[config.mk]
export PLATFORM = sky130hd
export DESIGN_NAME = legacy_byte_to_utf8_transcoder
export DESIGN_NICKNAME = d
export VERILOG_FILES = /design/src/lbu8_pkg.sv /design/src/legacy_byte_to_utf8_transcoder.sv
export SDC_FILE = /design/constraint.sdc
export NUM_CORES = 1
export LEC_CHECK = 0
export BUFFER_PORTS_ARGS = -buffer_cell sky130_fd_sc_hd__buf_4
export CORE_MARGIN = 2
export CORE_UTILIZATION = 57
export CTS_CLUSTER_SIZE = 12
export DETAILED_ROUTE_END_ITERATION = 10
export PLACE_DENSITY = 0.79
export SYNTH_ARGS = -nofsm -noshare
export SYNTH_HDL_FRONTEND = slang
export SYNTH_SLANG_ARGS = --single-unit
export TNS_END_PERCENT = 50
[constraint.sdc]
create_clock -name clk -period 3.4 [get_ports clk]
set_clock_uncertainty 0.05 [all_clocks]
set_input_delay 0 -clock clk [delete_from_list [all_inputs] [get_ports clk]]
set_output_delay 0 -clock clk [all_outputs]
set_load 0.05 [all_outputs]
[src/lbu8_pkg.sv]
package lbu8_pkg;

	localparam logic [1:0] CLASS_ORDINARY = 2'd0;
	localparam logic [1:0] CLASS_MONO     = 2'd1;
	localparam logic [1:0] CLASS_SYMBOL   = 2'd2;

	localparam int unsigned MAX_WORDS = 6;
	localparam int unsigned IDX_W     = $clog2(MAX_WORDS);

	typedef logic [7:0]  byte_t;
	typedef logic [15:0] code_t;
	typedef logic [IDX_W-1:0] idx_t;

	localparam byte_t SPACE_CHAR = 8'h20;
	localparam byte_t LEAD2      = 8'hC0;
	localparam byte_t LEAD3      = 8'hE0;
	localparam byte_t CONT       = 8'h80;
	localparam code_t TWO_BYTE_LIMIT = 16'h0800;

	localparam byte_t NBSP_TEXT [MAX_WORDS] = '{8'h26, 8'h6E, 8'h62, 8'h73, 8'h70, 8'h3B};

	function automatic code_t lookup_code(input byte_t b, input logic [1:0] cls);
		code_t code;
		code = '0;
		if (cls == CLASS_SYMBOL) begin
			unique case (b)
				8'd180:  code = 16'h00D7;
				8'd210:  code = 16'h00AE;
				8'd211:  code = 16'h00A9;
				8'd212:  code = 16'h2122;
				default: code = '0;
			endcase
		end else begin
			unique case (b)
				8'h86:   code = 16'h2020;
				8'h87:   code = 16'h2021;
				8'h93:   code = 16'h201C;
				8'h94:   code = 16'h201D;
				8'h96:   code = 16'h2013;
				8'h97:   code = 16'h2014;
				8'hA0:   code = 16'h00A0;
				8'hA9:   code = 16'h00A9;
				8'hB7:   code = 16'h00B7;
				default: code = '0;
			endcase
		end
		return code;
	endfunction

endpackage

[src/legacy_byte_to_utf8_transcoder.sv]
// The first output word appears in the cycle after its input word is accepted.
// Throughput: one input word per cycle while each expands to a single output word and out_ready stays high.
// A word that expands to n output words occupies the single result buffer until its last output word is taken.
// A high byte with no mapping produces nothing and leaves the result buffer empty.
// Reset (arst_n low, asynchronous) empties the result buffer and sets font_class to 0.
module legacy_byte_to_utf8_transcoder (
	input  logic       clk,
	input  logic       arst_n,
	input  logic       cfg_we,
	input  logic [1:0] cfg_wdata,
	input  logic       in_valid,
	output logic       in_ready,
	input  logic [7:0] ansi_byte,
	output logic       out_valid,
	input  logic       out_ready,
	output logic [7:0] out_byte,
	output logic       last_byte
);

	logic [1:0]         font_class_q;
	lbu8_pkg::byte_t    buf_q [lbu8_pkg::MAX_WORDS];
	lbu8_pkg::idx_t     idx_q;
	lbu8_pkg::idx_t     last_idx_q;
	logic               busy_q;

	lbu8_pkg::byte_t    nbuf [lbu8_pkg::MAX_WORDS];
	lbu8_pkg::idx_t     nlast;
	logic               nload;
	lbu8_pkg::code_t    code;
	logic               in_acc;
	logic               out_acc;
	logic               out_done;

	assign out_valid = busy_q;
	assign out_byte  = buf_q[idx_q];
	assign last_byte = (idx_q == last_idx_q);
	assign out_acc   = out_valid && out_ready;
	assign out_done  = out_acc && last_byte;
	assign in_ready  = !busy_q || out_done;
	assign in_acc    = in_valid && in_ready;

	assign code = lbu8_pkg::lookup_code(ansi_byte, font_class_q);

	always_comb begin
		for (int i = 0; i < lbu8_pkg::MAX_WORDS; i++) begin
			nbuf[i] = lbu8_pkg::NBSP_TEXT[i];
		end
		nlast = '0;
		nload = 1'b0;
		priority if (ansi_byte == lbu8_pkg::SPACE_CHAR &&
				font_class_q == lbu8_pkg::CLASS_MONO) begin
			nlast = lbu8_pkg::idx_t'(lbu8_pkg::MAX_WORDS - 1);
			nload = 1'b1;
		end else if (!ansi_byte[7]) begin
			nbuf[0] = ansi_byte;
			nload   = 1'b1;
		end else if (code == '0) begin
			nload = 1'b0;
		end else if (code < lbu8_pkg::TWO_BYTE_LIMIT) begin
			nbuf[0] = lbu8_pkg::LEAD2 | {3'b000, code[10:6]};
			nbuf[1] = lbu8_pkg::CONT | {2'b00, code[5:0]};
			nlast   = lbu8_pkg::idx_t'(1);
			nload   = 1'b1;
		end else begin
			nbuf[0] = lbu8_pkg::LEAD3 | {4'b0000, code[15:12]};
			nbuf[1] = lbu8_pkg::CONT | {2'b00, code[11:6]};
			nbuf[2] = lbu8_pkg::CONT | {2'b00, code[5:0]};
			nlast   = lbu8_pkg::idx_t'(2);
			nload   = 1'b1;
		end
	end

	always_ff @(posedge clk or negedge arst_n) begin
		if (!arst_n) begin
			font_class_q <= lbu8_pkg::CLASS_ORDINARY;
		end else if (cfg_we) begin
			font_class_q <= cfg_wdata;
		end
	end

	always_ff @(posedge clk or negedge arst_n) begin
		if (!arst_n) begin
			busy_q <= 1'b0;
			idx_q  <= '0;
		end else if (in_acc) begin
			busy_q <= nload;
			idx_q  <= '0;
		end else if (out_done) begin
			busy_q <= 1'b0;
			idx_q  <= '0;
		end else if (out_acc) begin
			idx_q <= idx_q + lbu8_pkg::idx_t'(1);
		end
	end

	always_ff @(posedge clk) begin
		if (in_acc && nload) begin
			buf_q      <= nbuf;
			last_idx_q <= nlast;
		end
	end

endmodule

### Word-level counts from Yosys, hierarchy flattened

Cells that the tools add are included.

* register bits after elaboration: 33
* input bits: 15
* output and inout port bits: 11
* word-level logic and storage cells: 65

* add/subtract/negate cells: 1
* $lt $le $gt $ge: 2
* eq/ne operators: 17
* muxes and demuxes: 21
* bitwise gates (word level): 2
* reduce and logical (&&, ||, !) cells: 12

Operators with widths (number)
* $pmux W14 S9: 1
* $eq A8 B8 Y1 const B: 13
* $pmux W14 S4: 1
* $bmux W8 S3: 1
* $mux W8: 3
* $mux W23: 1
* $logic_not A16 Y1: 1
* $lt A16 B12 Y1 const B: 1
* $mux W16: 1
* $mux W14: 1
* $mux W3: 3
* $eq A8 B6 Y1 const B: 1
* $mux W1: 7
* $mux W7: 1
* $logic_and A1 B1 Y1: 5
* $ge A4 B4 Y1 const B: 1
* $not A3 Y4: 1
* $reduce_or A4 Y1: 1
* $add A3 B1 Y3 const B: 1
* $eq A3 B3 Y1: 1
* $reduce_bool A3 Y1: 1
* $reduce_or A3 Y1: 1
* $eq A2 B1 Y1 const B: 1
* $eq A2 B2 Y1 const B: 1
* other kinds (5): 5

### Depth between registers and ports, before layout

Gate-level depths: netlist of run 1.

* depth after elaboration: 8
* gate-level depth with buffers: 7
* depth with buffers taken out: 6

### Worst setup path before layout of run 1

Ideal clock, no wire load.

* kind: reg2reg
* start point: register idx_q[0]
* end point: register buf_q[24] (netlist bit), enable pin
* library setup time: 0.410 ns
* arrival: 3.867 ns
* required time: 2.940 ns
* path slack: -0.927 ns
* cell stages (with the launch flop): 7
* path buffers: 1
* period minus slack after synthesis: 4.327 ns
* cell sequence: dfrtp_1 -> clkbuf_1 -> xor2_1 -> nor3_1 -> nand2_1 -> nand2_1 -> nor2b_1

* cells in the longest elaborated chain, start to end: 5

Ends and longest elaborated chain
* start: declaration: RTL line legacy_byte_to_utf8_transcoder.sv:22 `lbu8_pkg::idx_t idx_q;`
* start signal: assignment: RTL line legacy_byte_to_utf8_transcoder.sv:92 `idx_q <= idx_q + lbu8_pkg::idx_t'(1);`
* $eq A3 B3 Y1: RTL line legacy_byte_to_utf8_transcoder.sv:36 `assign last_byte = (idx_q == last_idx_q);`
* net last_byte: RTL line legacy_byte_to_utf8_transcoder.sv:17 `output logic last_byte`
* $logic_and A1 B1 Y1: RTL line legacy_byte_to_utf8_transcoder.sv:38 `assign out_done = out_acc && last_byte;`
* $logic_or A1 B1 Y1: RTL line legacy_byte_to_utf8_transcoder.sv:39 `assign in_ready = !busy_q || out_done;`
* net in_ready: RTL line legacy_byte_to_utf8_transcoder.sv:12 `output logic in_ready,`
* $logic_and A1 B1 Y1: RTL line legacy_byte_to_utf8_transcoder.sv:40 `assign in_acc = in_valid && in_ready;`
* $logic_and A1 B1 Y1: RTL line legacy_byte_to_utf8_transcoder.sv:97 `if (in_acc && nload) begin`
* end signal: assignment: RTL line legacy_byte_to_utf8_transcoder.sv:98 `buf_q <= nbuf;`
* end: declaration: RTL line legacy_byte_to_utf8_transcoder.sv:21 `lbu8_pkg::byte_t buf_q [lbu8_pkg::MAX_WORDS];`

The timed path passes the listed nets, and every way through them passes these cells.
A chain may end at the register's enable or synchronous reset.

### Final worst setup path of run 1

* start point: register idx_q[1]
* end point: register idx_q[1]

* cells in the longest elaborated chain, start to end: 5
* elaborated cells between the ends (all ways): 9
* those cells by class: add/sub: 1; eq/ne: 1; mux: 3; reduce/logical: 4

Ends and longest elaborated chain
* branches (longest 5 deep; another with $add A3 B1 Y3)

Parallel ways; which one is timed is not known. The select of a mux whose other input is x is not followed.

==> metrics.cfg, run 1 <==
[outcome]
run_status=completed

[sta]
fin_crit_ps=2500
whs_ps=77.0
max_slew_margin=0.624
worst_pin_slew_ps=563
grt_setup_unrepaired=no
drv_slew=0
fmax_mhz=400
finalCritPeriodShare=0.735
setup_viol=0
hold_viol=0
setup_tns_ps=0
layout_setup_ws_ps=902

[detailed_routing]
wl_met3_um=152
drtAntennaViolNets=0
wl_per_cell_um=15.8
dr.pass1.iters=4
dr_total_vias=1581
wl_um=4270
met2WireLength_um=2130
wl_met1_um=1860
initialDrtViolationCount=151
drc=0
vias_per_cell=5.86
highest_layer=met4

[pwr]
p_int_uw=815
pwr-share-comb=0.488
sequentialPowerShare=0.363
vdd_ir_drop_max_v=0.000232
p_leak_uw=0.000887
powerDensity_nw_per_um2=638
p_sw_frac=0.452
netSwitchingPower_uw=673
clkPwrFrac=0.149

[layout]
layout-drive-gt1-share=0.228
nFillCells=246
diodes=0
final_cell_mix=26 x buf_4, 25 x edfxtp_1, 15 x nand2_1, 15 x dlygate4sd3_1, 13 x nor2_1
final_common_cell=buf_4
area_delta_synth_final_pct=20.6
design_area_sq_um=2330
fin_nets=241

[clocking]
cts_hold_buffers=15
post_cts_buffers=0
clock_sinks=31
cts_buffers=5
insertion_delay_ps=330
clk_pin_slew_ps=100
htreeDepth=2
cts_resized=0
clock_path_buffers=2
tritoncts=built
root_buffer=clkbuf_4

[setup_path]
rr_startpoint=idx_q[1]
critPathKind=reg2reg
cp.arrival_ps=2670
regToRegEndpoint=idx_q[1]
crit_start=idx_q[1]
crit_fanout=13
critPathRequiredTime_ps=3570
crit_path_end_kind=flip-flop
ff2ff_path_depth=7
crit_path_end=idx_q[1]
start_kind=flip-flop
r2r_slack_ps=900

[placed_design]
io_buffer_count=25
place_ws_ps=1150
gp_congestion=0.935
hpwl_um=2990
dpl_cell_area_sq_um=2120

[grt]
grt_pass1_wl_um=7210
grt_usage=0.236
grt_max_degree=26
antenna_found_initial=0
grt_pass1_vias=1547
gr-total-overflow=0

[floorplanning]
coreArea_sq_um=3280
io_pins=26
initial_core_util=0.589
rows=21
die_y_um=62.2
fp.dieW_um=62.2
fp.dieArea_sq_um=3870

[min_path]
hold_depth=2
worstHoldPathType=in2reg

[synth]
synth_edf_count=25
syn_area_sq_um=1930
synthCells=189
ys_ff_latch=31
ys.flop_type=edfxtp_1
synth_area_per_cell_sq_um=10.2
ys_types=57
synth_top_area_share=0.388
synth_warnings=0
synth.largest_area_cell=edfxtp_1
synth_fp_nets=207
ys_seq_area_frac=0.466
synth_area_leaders=edfxtp_1 39%, dfrtp_1 7.8%, mux2_2 3.5%
async_flop_share=0.194

[run]
maxCapViolCount=0

[synth_stat cells (all sizes together) (3+ instances only)]
| cell type | count |
|---|---|
| edfxtp | 25 |
| nand2 | 15 |
| nor2 | 13 |
| o21ai | 11 |
| buf | 9 |
| mux2 | 8 |
| nand3 | 8 |
| inv | 7 |
| dfrtp | 6 |
| nor3 | 6 |
| clkbuf | 5 |
| nor2b | 5 |
| o22ai | 5 |
| xor2 | 5 |
| a21oi | 4 |
| nor3b | 4 |
| or3 | 4 |
| a221oi | 3 |
| and3 | 3 |
| ha | 3 |
| mux2i | 3 |
| nand2b | 3 |
[per-stage QoR]
| stage | cells | power (uW) | utilization |
|---|---|---|---|
| floorplan | 189 | 1050 | - |
| global placement | 247 | 1230 | 0.646 |
| detailed placement | 247 | 1250 | 0.646 |
| CTS | 270 | 1490 | 0.710 |
| global route | 270 | 1560 | 0.710 |
| finish | 270 | 1490 | 0.710 |
[worst min-delay path by stage]
| stage | startpoint | to | slack [ps] |
|---|---|---|---|
| global route | ansi_byte[0] | buf_q[40] | 80 |
| finish | ansi_byte[0] | buf_q[40] | 80 |
| floorplan | arst_n | font_class_q[0] | -350 |
| CTS | ansi_byte[0] | buf_q[40] | 50 |
| global placement | arst_n | font_class_q[0] | -240 |
| detailed placement | arst_n | font_class_q[1] | -240 |
[metal layers]
layer,vias up,global-route usage
li1,764,-
met1,758,0.284
met2,48,0.406
met3,11,0.0471
met4,0,0.111
met5,-,0
[cell families after synthesis]
family / count (synthesis) / synth area share
and+or+nand+nor: 79 / 0.238
AOI/OAI and AO/OA: 37 / 0.131
DFF: 31 / 0.466
buffers and inverters: 22 / 0.0524
muxes: 11 / 0.0660
xor gates and xnor gates: 6 / 0.0272
adders and majority gates: 3 / 0.0194
[state kept, by name, indices dropped and copies added (netlist names)]
signal	count
last_idx_q	2
idx_q	3
buf_q	23
out_valid	1
font_class_q	2
[power by group through the flow]
stage / Combinational (uW) / Clock (uW) / Sequential (uW)
after floorplan: 538 / 0 / 513
after global placement: 691 / 0 / 542
final: 726 / 222 / 540
after detailed placement: 703 / 0 / 548
after global routing: 772 / 239 / 549
after CTS: 729 / 229 / 537
[area by class of cell]
class                      count  area [sq um]  share of cell area
multi-input combinational    136           938               0.402
sequential                    31           901               0.386
tap                           46          57.6              0.0247
timing repair buffer          41           345               0.148
clock inverter                 1          5.00             0.00215
inverter                       8          30.0              0.0129
clock buffer                   7          55.1              0.0236
[critical path, cell delays in order (launching register included)]
cell and delay, ps:
dfrtp_1 680, clkinv_1 420, ha_1 390, nand2_1 80, o22ai_1 60, nand2_1 90, o31ai_1 60, dlygate4sd3_1 550
Note: power is estimated with default switching activity, not from simulation.
==> run 2: changes to the inputs <==
Clock period 3.4 ns to 2.51 ns, I/O delays scaled along.
==> run 2 against run 1 <==
Combinational power is 40% higher. Count of clock-buffer cells in the layout is 1 lower. Utilization increased by 0.23 points. Critical path depth decreased by 2.
==> metrics.cfg, run 2 (same netlist as run 1, synthesis figures left out) <==
[clocking]
root_buffer=clkbuf_4  ; unchanged
post_cts_buffers=0  ; unchanged
clock_path_buffers=2  ; unchanged
cts_buffers=5  ; unchanged
cts_hold_buffers=12  ; was 15
insertion_delay_ps=320  ; was 330 ps
cts_resized=0  ; unchanged
clk_pin_slew_ps=90  ; was 100 ps
htreeDepth=2  ; unchanged
clock_sinks=31  ; unchanged
tritoncts=built  ; unchanged

[sta]
worst_pin_slew_ps=514  ; was 563 ps
drv_slew=0  ; unchanged
fin_crit_ps=2280
finalCritPeriodShare=0.907
grt_setup_unrepaired=no  ; unchanged
fmax_mhz=439
setup_tns_ps=0  ; unchanged
setup_viol=0  ; unchanged
max_slew_margin=0.657  ; was 0.624
hold_viol=0  ; unchanged

[placed_design]
gp_congestion=0.910  ; was 0.935
dp.cells=249  ; was 247
io_buffer_count=25  ; unchanged
hpwl_um=3030  ; was 2990 um

[layout]
diodes=0  ; unchanged
reg.largest.list=buf_q: 23 flops, idx_q: 3 flops  ; unchanged
final_util=0.712  ; was 0.710
fin_nets=240  ; was 241
finalNonFillerCells=269  ; was 270
final_cell_mix=27 x buf_4, 25 x edfxtp_1, 13 x nand2_1, 13 x nor2_1, 12 x dlygate4sd3_1  ; was 26 x buf_4, 25 x edfxtp_1, 15 x nand2_1, 15 x dlygate4sd3_1, 13 x nor2_1
final_common_cell=buf_4  ; unchanged
regArea_sq_um=901  ; unchanged
largest_register_ffs=23  ; unchanged
area_delta_synth_final_pct=21.0  ; was 20.6%
regMostFlops=buf_q  ; unchanged
layout-drive-gt1-share=0.238  ; was 0.228
multi_input_area_sq_um=960  ; was 938 sq um
nFillCells=245  ; was 246

[setup_path]
cp.arrival_ps=2230  ; was 2670 ps
critPathKind=reg2out  ; was reg2reg
critPathRequiredTime_ps=2460  ; was 3570 ps
crit_path_end_kind=output pin  ; was flip-flop
crit_start=idx_q[1]  ; unchanged
rr_startpoint=font_class_q[1]  ; was idx_q[1]
start_kind=flip-flop  ; unchanged
critPathSlowestCell=dfrtp_1  ; unchanged
cp_slowest_stage_delay_ps=670  ; was 680 ps
worstPathCellList=clkinv_1 -> nand2_1 -> o22ai_1 -> mux2_2 -> buf_4  ; was clkinv_1 -> ha_1 -> nand2_1 -> o22ai_1 -> nand2_1 -> o31ai_1 -> dlygate4sd3_1
crit_fanout=13  ; unchanged

[grt]
antenna_found_initial=0  ; unchanged
gr-total-overflow=0  ; unchanged
grt_max_degree=26  ; unchanged
grt_pass1_wl_um=7220  ; was 7210 um
grt_usage=0.238  ; was 0.236
grt_pass1_vias=1468  ; was 1547

[floorplanning]
io_pins=26  ; unchanged
initial_core_util=0.589  ; unchanged
rows=21  ; unchanged
fp.dieW_um=62.2  ; unchanged
die_y_um=62.2  ; unchanged
fp.dieArea_sq_um=3870  ; unchanged
coreArea_sq_um=3280  ; unchanged

[min_path]
worstHoldPathType=in2reg  ; unchanged
hp-start=ansi_byte[2]  ; was ansi_byte[0]

[detailed_routing]
drc=0  ; unchanged
drtAntennaViolNets=0  ; unchanged
dr_total_vias=1522  ; was 1581
initialDrtViolationCount=96  ; was 151
vias_per_cell=5.66  ; was 5.86
wl_um=4210  ; was 4270 um
dr.pass1.iters=4  ; unchanged
wl_per_cell_um=15.6  ; was 15.8 um

[pwr]
p_leak_uw=0.000883  ; was 0.000887 uW
vdd_ir_drop_max_v=0.000512  ; was 0.000232 V
total_power_uw=2000  ; was 1490 uW
powerDensity_nw_per_um2=854  ; was 638 nW/um^2

[outcome]
run_status=completed  ; unchanged

[run]
maxCapViolCount=0  ; unchanged

-- run 2: path summary, 6_finish.rpt --
path                                to  cells past startpoint  slack (ps)
min in group asynchronous    out_valid                      3         560
hold reg to reg               idx_q[2]                      1         620
setup reg to reg             buf_q[26]                      7         270
max in group asynchronous     idx_q[2]                      3        1640
setup / recovery           out_byte[3]                      5         230
hold / removal               buf_q[42]                      3          20
-- run 2: layout make-up --
| class | instances | share of cell area |
|---|---|---|
| multi-input combinational | 136 | 0.410 |
| sequential | 31 | 0.385 |
| timing repair buffer | 40 | 0.147 |
| tap | 46 | 0.0246 |
| clock buffer | 6 | 0.0176 |
| inverter | 8 | 0.0128 |
| clock inverter | 2 | 0.00321 |
-- run 2: worst max-delay path, delay by kind of cell (launching register included) --
kind	cells	cell delay [ps]
DFF	1	670
muxes	1	280
AOI/OAI and AO/OA	1	110
and+or+nand+nor	1	270
buffers and inverters	2	580
-- run 2: through the flow --
stage          setup WS [ps]  hold slack, ps  cell area, sq um
3_3_place_gp             335            -240              2170
5_1_grt                 49.3            14.2              2340
6_report                 234            20.8              2340
4_1_cts                  223            6.61              2340
3_5_place_dp             292            -238              2170
2_1_floorplan           16.3            -346              1960
-- run 2: power by group --
| group | total [uW] | switching [uW] | internal (uW) |
|---|---|---|---|
| sequential | 715 | 90.0 | 625 |
| combinational | 1020 | 663 | 355 |
| clock | 264 | 160 | 104 |
| total | 2000 | 913 | 1080 |
-- run 2: per-layer routing --
metal  GRT usage  up-vias  part of all wire  wire length [um]
met3      0.0417        7             0.037               155
met4      0.0972        0             0.021                88
li1            -      765                 -                 -
met1       0.292      711              0.44              1840
met2       0.416       39              0.50              2120
met5           0        -                 0                 0
==> run 3: changes to the inputs <==
Settings changed: MAX_ROUTING_LAYER set to met4.
==> run 3 against run 2 <==
Clock power is 40% higher. Die area stayed put. Sequential share of layout area is 0.45 points lower. Critical path depth stayed put. Worst hold slack better by 6.2 ps. Final cell count stayed put. Via count is 3.2% higher. Non-clock buffer count stayed put. Total power is 5.3% higher. Count of clock-buffer cells in the layout is 1 lower. Sequential cell count stayed put. Routed wire length is 0.24% lower. Largest power group unchanged.
==> metrics.cfg, run 3 (same netlist as run 1, synthesis figures left out) <==
[outcome]
run_status=completed  ; unchanged

[detailed_routing]
drc=0  ; unchanged
wl_per_cell_um=15.6  ; about the same
dr_total_vias=1570  ; was 1522
vias_per_cell=5.84  ; was 5.66
dr.pass1.iters=5  ; was 4
drtAntennaViolNets=0  ; unchanged
wl_um=4200  ; was 4210 um
initialDrtViolationCount=98  ; was 96

[sta]
setup_tns_ps=0  ; unchanged
worst_pin_slew_ps=502  ; was 514 ps
layout_setup_ws_ps=221  ; was 234 ps
grt_setup_unrepaired=no  ; unchanged
max_slew_margin=0.660  ; was 0.657
drv_slew=0  ; unchanged
whs_ps=27.0  ; was 20.8 ps
fmax_mhz=437  ; was 439 MHz
finalCritPeriodShare=0.912  ; was 0.907
hold_viol=0  ; unchanged
setup_viol=0  ; unchanged
fin_crit_ps=2290  ; was 2280 ps

[setup_path]
critPathSlowestCell=dfrtp_1  ; unchanged
regToRegEndpoint=buf_q[41]  ; was buf_q[26]
cp_slowest_stage_delay_ps=660  ; was 670 ps
r2r_slack_ps=290  ; was 270 ps
crit_fanout=13  ; unchanged
path_depth=5  ; unchanged
crit_family=flip-flops  ; unchanged
critPathRequiredTime_ps=2460  ; about the same
critPathKind=reg2out  ; unchanged
start_kind=flip-flop  ; unchanged
rr_startpoint=font_class_q[1]  ; unchanged
crit_buf_inv=2  ; unchanged
crit_path_end_kind=output pin  ; unchanged
crit_path_end=out_byte[5]  ; was out_byte[3]
ff2ff_path_depth=7  ; unchanged
crit_start=idx_q[1]  ; unchanged
worstPathCellList=clkinv_1 -> nand2_1 -> nor3_1 -> a221oi_1 -> buf_4  ; was clkinv_1 -> nand2_1 -> o22ai_1 -> mux2_2 -> buf_4
cp.arrival_ps=2240  ; was 2230 ps

[layout]
area_delta_synth_final_pct=22.5  ; was 21.0%
final_cell_mix=27 x buf_4, 25 x edfxtp_1, 13 x nand2_1, 13 x nor2_1, 12 x dlygate4sd3_1  ; unchanged
fin_nets=240  ; unchanged
diodes=0  ; unchanged
layout-drive-gt1-share=0.247  ; was 0.238
regMostFlops=buf_q  ; unchanged
reg.largest.list=buf_q: 23 flops, idx_q: 3 flops  ; unchanged
largest_register_ffs=23  ; unchanged
nFillCells=240  ; was 245
final_common_cell=buf_4  ; unchanged

[clocking]
clock_path_buffers=2  ; unchanged
clk_pin_slew_ps=90  ; about the same
clock_sinks=31  ; unchanged
cts_buffers=5  ; unchanged
root_buffer=clkbuf_4  ; unchanged
post_cts_buffers=0  ; unchanged
cts_resized=0  ; unchanged
cts_hold_buffers=12  ; unchanged
htreeDepth=2  ; unchanged
insertion_delay_ps=310  ; was 320 ps
tritoncts=built  ; unchanged

[placed_design]
place_ws_ps=288  ; was 292 ps
gp_congestion=0.908  ; was 0.910
hpwl_um=3160  ; was 3030 um
io_buffer_count=25  ; unchanged

[min_path]
hp-start=ansi_byte[3]  ; was ansi_byte[2]
worstHoldPathType=in2reg  ; unchanged

[floorplanning]
die_y_um=62.2  ; unchanged
fp.dieW_um=62.2  ; unchanged
initial_core_util=0.589  ; unchanged
coreArea_sq_um=3280  ; unchanged
io_pins=26  ; unchanged
fp.dieArea_sq_um=3870  ; unchanged
rows=21  ; unchanged

[grt]
grt_max_degree=26  ; unchanged
gr-total-overflow=0  ; unchanged
use_met1=0.276  ; was 0.292
use_met2=0.413  ; was 0.416
grt_pass1_wl_um=7090  ; was 7220 um
met3_usage=0.0525  ; was 0.0417
antenna_found_initial=0  ; unchanged
grt_pass1_vias=1520  ; was 1468
grt_usage=0.240  ; was 0.238
top_usage_layer=met2  ; unchanged

[pwr]
powerDensity_nw_per_um2=888  ; was 854 nW/um^2
total_power_uw=2100  ; was 2000 uW
p_leak_uw=0.000898  ; was 0.000883 uW
vdd_ir_drop_max_v=0.000326  ; was 0.000512 V

[run]
maxCapViolCount=0  ; unchanged

==> run 3: layout make-up <==
class	instances	area, sq um	area share
inverter	8	30.0	0.0127
timing repair buffer	40	343	0.145
clock inverter	3	38.8	0.0164
clock buffer	5	37.5	0.0159
tap	46	57.6	0.0243
sequential	31	901	0.381
multi-input combinational	136	960	0.405
==> run 3: worst min-delay path by stage <==
| stage | endpoint | cells after the start |
|---|---|---|
| CTS | buf_q[43] | 2 |
| global route | buf_q[43] | 2 |
| floorplan | font_class_q[0] | 0 |
| global placement | font_class_q[0] | 1 |
| finish | buf_q[43] | 2 |
| detailed placement | font_class_q[0] | 1 |
==> run 3: report_power, final <==
part / switching [uW] / total, uW / internal [uW]
Combinational: 661 / 1020 / 356
Sequential: 90.1 / 715 / 625
Clock: 165 / 370 / 205
Total: 916 / 2100 / 1190
==> run 3: per-layer routing <==
metal / wire [um] / share of wire / up-vias
met5: 0 / 0 / -
met3: 193 / 0.046 / 8
met4: 80 / 0.019 / 0
li1: - / - / 767
met2: 2210 / 0.53 / 55
met1: 1710 / 0.41 / 740
==> run 3: per-stage QoR <==
| stage | util | cells | instance area, sq um |
|---|---|---|---|
| after floorplan | - | 189 | 1960 |
| after global placement | 0.661 | 249 | 2170 |
| after detailed placement | 0.661 | 249 | 2170 |
| after CTS | 0.721 | 269 | 2370 |
| after global routing | 0.721 | 269 | 2370 |
| final | 0.721 | 269 | 2370 |
